<file path="config.mk">
export PLATFORM = sky130hd
export DESIGN_NAME = msort_cell
export DESIGN_NICKNAME = d
export VERILOG_FILES = /design/src/sv/msort_pkg.sv /design/src/sv/msort_cell.sv
export SDC_FILE = /design/constraint.sdc
export NUM_CORES = 1
export LEC_CHECK = 0
export ABC_CLOCK_PERIOD_IN_PS = 9500
export BUFFER_PORTS_ARGS = -buffer_cell sky130_fd_sc_hd__buf_2
export CAP_MARGIN = 40
export CORE_ASPECT_RATIO = 0.75
export CORE_MARGIN = 3
export CORE_UTILIZATION = 45
export CTS_CLUSTER_DIAMETER = 40
export DETAILED_ROUTE_END_ITERATION = 7
export PLACE_DENSITY = 0.91
export SYNTH_ARGS = -nofsm -noshare
export SYNTH_HDL_FRONTEND = slang
export SYNTH_SLANG_ARGS = --single-unit
</file>
<file path="constraint.sdc">
create_clock -name clk -period 9.5 [get_ports clk]
set_clock_uncertainty 0.05 [all_clocks]
set_input_delay 0.475 -clock clk [delete_from_list [all_inputs] [get_ports clk]]
set_output_delay 0.475 -clock clk [all_outputs]
set_load 0.005 [all_outputs]
</file>
<file path="src/sv/msort_pkg.sv">
// ----------------------------------------------------------------------------
// msort_pkg
// Shared types for the merge sorter: control state and cell operation codes.
// ----------------------------------------------------------------------------
`default_nettype none

package msort_pkg;

	localparam int unsigned DATA_W = 32;

	typedef enum logic {
		ST_FILL,
		ST_DRAIN
	} state_t;

	typedef enum logic [1:0] {
		OP_HOLD,
		OP_INSERT,
		OP_SHIFT
	} cell_op_t;

	typedef struct packed {
		cell_op_t                  op;
		logic signed [DATA_W-1:0]  value;
	} cell_ctrl_t;

endpackage

`default_nettype wire

</file>
<file path="src/sv/msort_cell.sv">
// ----------------------------------------------------------------------------
// msort_cell
// One sorting cell: holds one value, takes part in a broadcast insertion
// and shifts toward the head of the row while draining.
// ----------------------------------------------------------------------------
`default_nettype none

module msort_cell (
	input  wire logic                                 clk,
	input  wire logic                                 arst_n,
	input  wire msort_pkg::cell_ctrl_t                ctrl,
	input  wire logic signed [msort_pkg::DATA_W-1:0]  prev_value,
	input  wire logic                                 prev_valid,
	input  wire logic                                 prev_take,
	input  wire logic signed [msort_pkg::DATA_W-1:0]  next_value,
	input  wire logic                                 next_valid,
	output logic signed [msort_pkg::DATA_W-1:0]       value_q,
	output logic                                      valid_q,
	output logic                                      take
);

	// strict compare keeps equal values in arrival order
	always_comb begin
		take = !valid_q || (value_q > $signed(ctrl.value));
	end

	always_ff @(posedge clk or negedge arst_n) begin
		if (!arst_n) begin
			valid_q <= 1'b0;
		end else begin
			case (ctrl.op)
				msort_pkg::OP_INSERT: begin
					if (take) begin
						valid_q <= prev_take ? prev_valid : 1'b1;
					end
				end
				msort_pkg::OP_SHIFT: begin
					valid_q <= next_valid;
				end
				default: begin
				end
			endcase
		end
	end

	always_ff @(posedge clk) begin
		case (ctrl.op)
			msort_pkg::OP_INSERT: begin
				if (take) begin
					value_q <= prev_take ? prev_value : $signed(ctrl.value);
				end
			end
			msort_pkg::OP_SHIFT: begin
				value_q <= next_value;
			end
			default: begin
			end
		endcase
	end

endmodule

`default_nettype wire

</file>
Word-level counts from Yosys, hierarchy flattened
Cells that the tools add are included.

Eq/ne operators: 3. Mux-type cells: 6. $lt $le $gt $ge: 1. Reductions and logical operators: 4.

Operators with widths (number): $mux W32 (2); $pmux W32 S2 (1); $gt A32 B32 Y1 (1); $eq A2 B1 Y1 const B (1); $eq A2 B2 Y1 const B (1); $mux W1 (2); $ne A2 B2 Y1 const B (1); $pmux W1 S2 (1); $reduce_and A2 Y1 (1); $reduce_bool A2 Y1 (1); $logic_not A1 Y1 (1); $logic_or A1 B1 Y1 (1).

Register bits: 33. Output and inout bits: 34.

Logic depth before layout (Yosys ltp)
Depth after elaboration: 4. Mapped depth: 8.

Worst setup path after synthesis
No wires, ideal clock.

Path type: input-to-reg. Start: in ctrl[23] in the netlist's numbering. End: reg value_q[0] in the netlist's numbering, enable pin. Buffers on the path: 0. Arrival time: 3158 ps. Setup slack: 5860 ps. Stages: 8. Data required time: 9018 ps. Cell sequence: inv_1 > ha_1 > a21oi_1 > o21ai_1 > a221oi_2 > a2bb2oi_1 > o21ai_1 > a21oi_1.

Word-level cells in the longest chain between the ends: 4.

RTL lines: from (decl) (RTL line msort_cell.sv:11) `input wire msort_pkg::cell_ctrl_t ctrl,`; $gt A32 B32 Y1 (RTL line msort_cell.sv:24) `take = !valid_q || (value_q > $signed(ctrl.value));`; $logic_or A1 B1 Y1 (RTL line msort_cell.sv:24); $ne A2 B2 Y1 (no source line); $reduce_and A2 Y1 (no source line); to (signal assigned) (RTL line msort_cell.sv:50) `value_q <= prev_take ? prev_value : $signed(ctrl.value);`; to (signal assigned) (RTL line msort_cell.sv:54) `value_q <= next_value;`; to (decl) (RTL line msort_cell.sv:17) `output logic signed [msort_pkg::DATA_W-1:0] value_q,`.

Every way passes these cells. A chain may end at the register's enable or synchronous reset.

Final worst setup path
Start: reg value_q[5] in the netlist's numbering. End: out take.

Word-level cells in the longest chain between the ends: 2.

RTL lines: $gt A32 B32 Y1 (RTL line msort_cell.sv:24); $logic_or A1 B1 Y1 (RTL line msort_cell.sv:24); to (decl) (RTL line msort_cell.sv:19) `output logic take`.

Every way passes these cells.

==> flow_summary.html <==
<table>
<tr><th>Metric</th><th>Value</th></tr>
<tr><th colspan="2">Worst setup path</th></tr>
<tr><td>Critical path arrival</td><td>2.31 ns</td></tr>
<tr><td>Startpoint kind of the worst setup timing path</td><td>register</td></tr>
<tr><td>Required @ worst endpoint</td><td>8.98 ns</td></tr>
<tr><td>Critical path fanouts, max</td><td>3</td></tr>
<tr><td>Worst-case register-to-register setup slack</td><td>6.90 ns</td></tr>
<tr><td>Setup Crit Path Kind</td><td>reg2out</td></tr>
<tr><td>Crit. End Element</td><td>primary output</td></tr>
<tr><th colspan="2">Pwr</th></tr>
<tr><td>Sequential group share of total power</td><td>0.449</td></tr>
<tr><td>Switching pwr</td><td>133.5 uW</td></tr>
<tr><td>Cell-internal power</td><td>304.5 uW</td></tr>
<tr><td>Logic gate share of total power</td><td>0.328</td></tr>
<tr><td>Clock network power share</td><td>0.223</td></tr>
<tr><td>Leakage power summed over all cells</td><td>0.001744 uW</td></tr>
<tr><td>Highest ir drop seen on vdd</td><td>72.02 uV</td></tr>
<tr><td>Switch share</td><td>0.3048</td></tr>
<tr><td>Power density over the cells</td><td>126.6 nW/um^2</td></tr>
<tr><th colspan="2">Synthesis</th></tr>
<tr><td>Seq cells post-synth</td><td>33</td></tr>
<tr><td>Leading cell types by total area after synthesis</td><td>edfxtp_1 (38%), ha_1 (16%), mux2i_1 (13%)</td></tr>
<tr><td>Fraction of the yosys area taken by sequential cells</td><td>0.3880</td></tr>
<tr><td>Netlist area before placement</td><td>2541 sq um</td></tr>
<tr><td>Post-synthesis average cell area</td><td>9.626 sq um</td></tr>
<tr><td>Area leader, netlist</td><td>edfxtp_1</td></tr>
<tr><td>Count of synthesis-stage warnings from yosys</td><td>0</td></tr>
<tr><td>Cells after synthesis</td><td>264</td></tr>
<tr><td>Post-Syn Nets</td><td>399</td></tr>
<tr><td>Yosys top cell area share</td><td>0.3781</td></tr>
<tr><td>Number of distinct library cells after synthesis</td><td>35</td></tr>
<tr><th colspan="2">Cells and area</th></tr>
<tr><td>Filler cell count</td><td>481</td></tr>
<tr><td>Final Instance Count excl. Fillers</td><td>475</td></tr>
<tr><td>Multi-input gate area</td><td>1405 sq um</td></tr>
<tr><td>FF+latch area</td><td>985.9 sq um</td></tr>
<tr><td>Syn-to-layout area delta</td><td>36.09%</td></tr>
<tr><td>Fraction of final layout cells with drive strength greater than 1</td><td>0.3800</td></tr>
<tr><td>Final antenna diode count</td><td>0</td></tr>
<tr><td>Net count of the finished layout</td><td>535</td></tr>
<tr><th colspan="2">Clocking</th></tr>
<tr><td>Number of buffers created by CTS</td><td>5</td></tr>
<tr><td>Clock Tree Buf Depth</td><td>2</td></tr>
<tr><td>CTS Root Buffer Type</td><td>clkbuf_8</td></tr>
<tr><td>Clock insertion delay at the later pin of the skew report</td><td>0.28 ns</td></tr>
<tr><td>CTS tree</td><td>done</td></tr>
<tr><td>Htree depth</td><td>2</td></tr>
<tr><td>Sink Count</td><td>33</td></tr>
<tr><td>Worst-path clk slew</td><td>0.06 ns</td></tr>
<tr><td>Resize count post-CTS</td><td>0</td></tr>
<tr><td>Setup bufs post-CTS</td><td>0</td></tr>
<tr><th colspan="2">Placed design</th></tr>
<tr><td>Placed cell count</td><td>467</td></tr>
<tr><td>DP HPWL</td><td>5.620 mm</td></tr>
<tr><td>Buffers on Ports</td><td>136</td></tr>
<tr><td>Placer Congestion</td><td>0.8137</td></tr>
<tr><th colspan="2">Die</th></tr>
<tr><td>Boundary pin count</td><td>137</td></tr>
<tr><td>Height of the die</td><td>71.08 microns</td></tr>
<tr><td>Die Outline Area</td><td>6594 sq um</td></tr>
<tr><td>Die outline width</td><td>92.77 microns</td></tr>
<tr><td>Core outline area</td><td>5410 sq um</td></tr>
<tr><td>Initial standard-cell utilization of the core</td><td>0.4697</td></tr>
<tr><td>Count of standard-cell rows</td><td>23</td></tr>
<tr><th colspan="2">GRT</th></tr>
<tr><td>Pin count of the biggest net entering global routing</td><td>36</td></tr>
<tr><td>GRT Util Overall</td><td>0.2072</td></tr>
<tr><td>Final global-route overflow total</td><td>0</td></tr>
<tr><td>Wire length of the first global-routing pass</td><td>10.82 mm</td></tr>
<tr><td>Vias in the first global route</td><td>2409</td></tr>
<tr><td>Number of antenna violations at the first check in global routing</td><td>0</td></tr>
<tr><th colspan="2">STA</th></tr>
<tr><td>Shortest period the worst path allows</td><td>2.837 ns</td></tr>
<tr><td>Remaining max-slew budget at the tightest pin</td><td>0.5679</td></tr>
<tr><td>Count of final hold-check violations</td><td>0</td></tr>
<tr><td>RSZ-0062 raised after global routing</td><td>no</td></tr>
<tr><td>Maximum achievable frequency</td><td>352.5 MHz</td></tr>
<tr><td>Fin Setup TNS</td><td>0 ns</td></tr>
<tr><td>Total count of max-transition violations in the final report</td><td>0</td></tr>
<tr><td>Least-Margin Pin Slew</td><td>0.6467 ns</td></tr>
<tr><td>Post-route fraction of the period consumed by the critical path</td><td>0.2986</td></tr>
<tr><td>Final setup violation count</td><td>0</td></tr>
<tr><th colspan="2">Drt</th></tr>
<tr><td>DRT antenna net count</td><td>0</td></tr>
<tr><td>Via density per instance</td><td>5.065</td></tr>
<tr><td>Pre-Repair DR Iteration Count</td><td>4</td></tr>
<tr><td>First-iteration detailed-routing DRC count</td><td>66</td></tr>
<tr><td>Via count</td><td>2406</td></tr>
<tr><td>DRT Wirelength</td><td>6.628 mm</td></tr>
<tr><td>Final routed DRC violation total</td><td>0</td></tr>
<tr><td>Average routed wire per standard cell</td><td>13.95 microns</td></tr>
<tr><th colspan="2">Hold path</th></tr>
<tr><td>Worst hold path type</td><td>in2reg</td></tr>
<tr><th colspan="2">Job</th></tr>
<tr><td>Reported max-cap violation count</td><td>0</td></tr>
<tr><th colspan="2">Run status</th></tr>
<tr><td>Status</td><td>finished, final reports clean</td></tr>
</table>
==> power groups by stage <==
stage                     registers [uW]  clock network, uW  logic [uW]
final                                197               97.8         143
after global routing                 199                108         164
after CTS                            197                101         145
after detailed placement             200                  0         144
after global placement               199                  0         132
after floorplan                      201                  0        71.9
==> final cells by class <==
type | instances | area share
clock inverter | 1 | 0.001085
clock buffer | 6 | 0.02098
inverter | 33 | 0.03582
multi-input combinational | 187 | 0.4063
timing repair buffer | 140 | 0.2236
sequential | 33 | 0.2851
tap | 75 | 0.02713
==> layout by cell type (no fill, tap or decap), types with 5 or more instances in the layout <==
cell	synthesis	layout
o21ai_0	35	35
edfxtp_1	32	32
mux2i_1	32	32
a21oi_1	14	13
nand2_1	38	38
clkbuf_8	0	5
buf_2	3	136
nand4_1	7	7
ha_1	32	32
inv_1	33	33
==> metal layers <==
| metal | part of all wire | routed length [microns] | GRT usage |
|---|---|---|---|
| met1 | 0.42 | 2786 | 0.2545 |
| met5 | 0 | 0 | 0 |
| met3 | 0.078 | 519 | 0.04995 |
| met4 | 0.012 | 78 | 0.04878 |
| met2 | 0.49 | 3244 | 0.3687 |
==> final timing paths <==
kind                                     from     endpoint  cells past startpoint
worst max-delay path               value_q[5]         take                      8
worst min-delay path            next_value[3]   value_q[3]                      3
worst max register to register    value_q[27]  value_q[10]                      7
worst min register to register        valid_q      valid_q                      3
max in group asynchronous              arst_n      valid_q                      2
min in group asynchronous              arst_n      valid_q                      2
==> flip-flops by register name, indices dropped and copies added (netlist names) <==
register  count
valid_q       1
value_q      32
==> what timing repair did <==
action,CTS,global route
setup endpoints to repair,0,0
hold buffers,1,0
hold endpoints to repair,1,0
==> synthesized netlist by cell type <==
library cell,n
buf_2,3
a221oi_2,1
a22oi_1,1
o211ai_1,1
o21ai_1,2
o21a_1,1
nand4_2,1
o211ai_2,1
ha_1,32
nor2b_2,1
mux2i_1,32
nand2_1,38
a2bb2oi_1,1
nor2_1,3
nor3_1,1
nor4_1,1
inv_1,33
nor2b_1,2
o2bb2ai_1,1
nand2b_1,1
clkbuf_1,8
a2111oi_2,1
a21boi_0,1
nand4_1,7
or2b_1,1
nand3_1,1
o21ai_0,35
nor4_2,1
xnor2_1,1
o41a_1,2
a21oi_1,14
edfxtp_1,32
dfrtp_1,1
a21o_1,1
a211oi_1,1
==> worst max-delay path, cell delays in order, from the launching register on <==
cell and delay, ns:
edfxtp_1 0.40, ha_1 0.33, a21oi_1 0.17, o21ai_0 0.11
o2bb2ai_1 0.14, o41a_1 0.31, o21ai_1 0.35, nand2_1 0.09
buf_2 0.14
==> cells by family after synthesis <==
kind of cell,share of synthesized area
compound gates,0.1507
simple gates,0.1078
buf+inv,0.06647
flops,0.3880
mux,0.1260
fa+ha+maj,0.1576
xor+xnor,0.003447
==> metrics by stage <==
stage	cell area (sq um)	hold WS [ns]	power [uW]	utilization	worst slack [ns]
after detailed placement	3372	0.2078	344.3	0.6233	6.644
after global placement	3289	0.2060	331.2	0.6080	6.365
final	3458	0.4168	437.9	0.6392	6.663
after floorplan	2541	0.1294	273.2	-	5.860
after CTS	3458	0.4068	442.8	0.6392	6.634
after global routing	3458	0.4178	470.8	0.6392	6.428
Power figures use the tool's default switching activity.
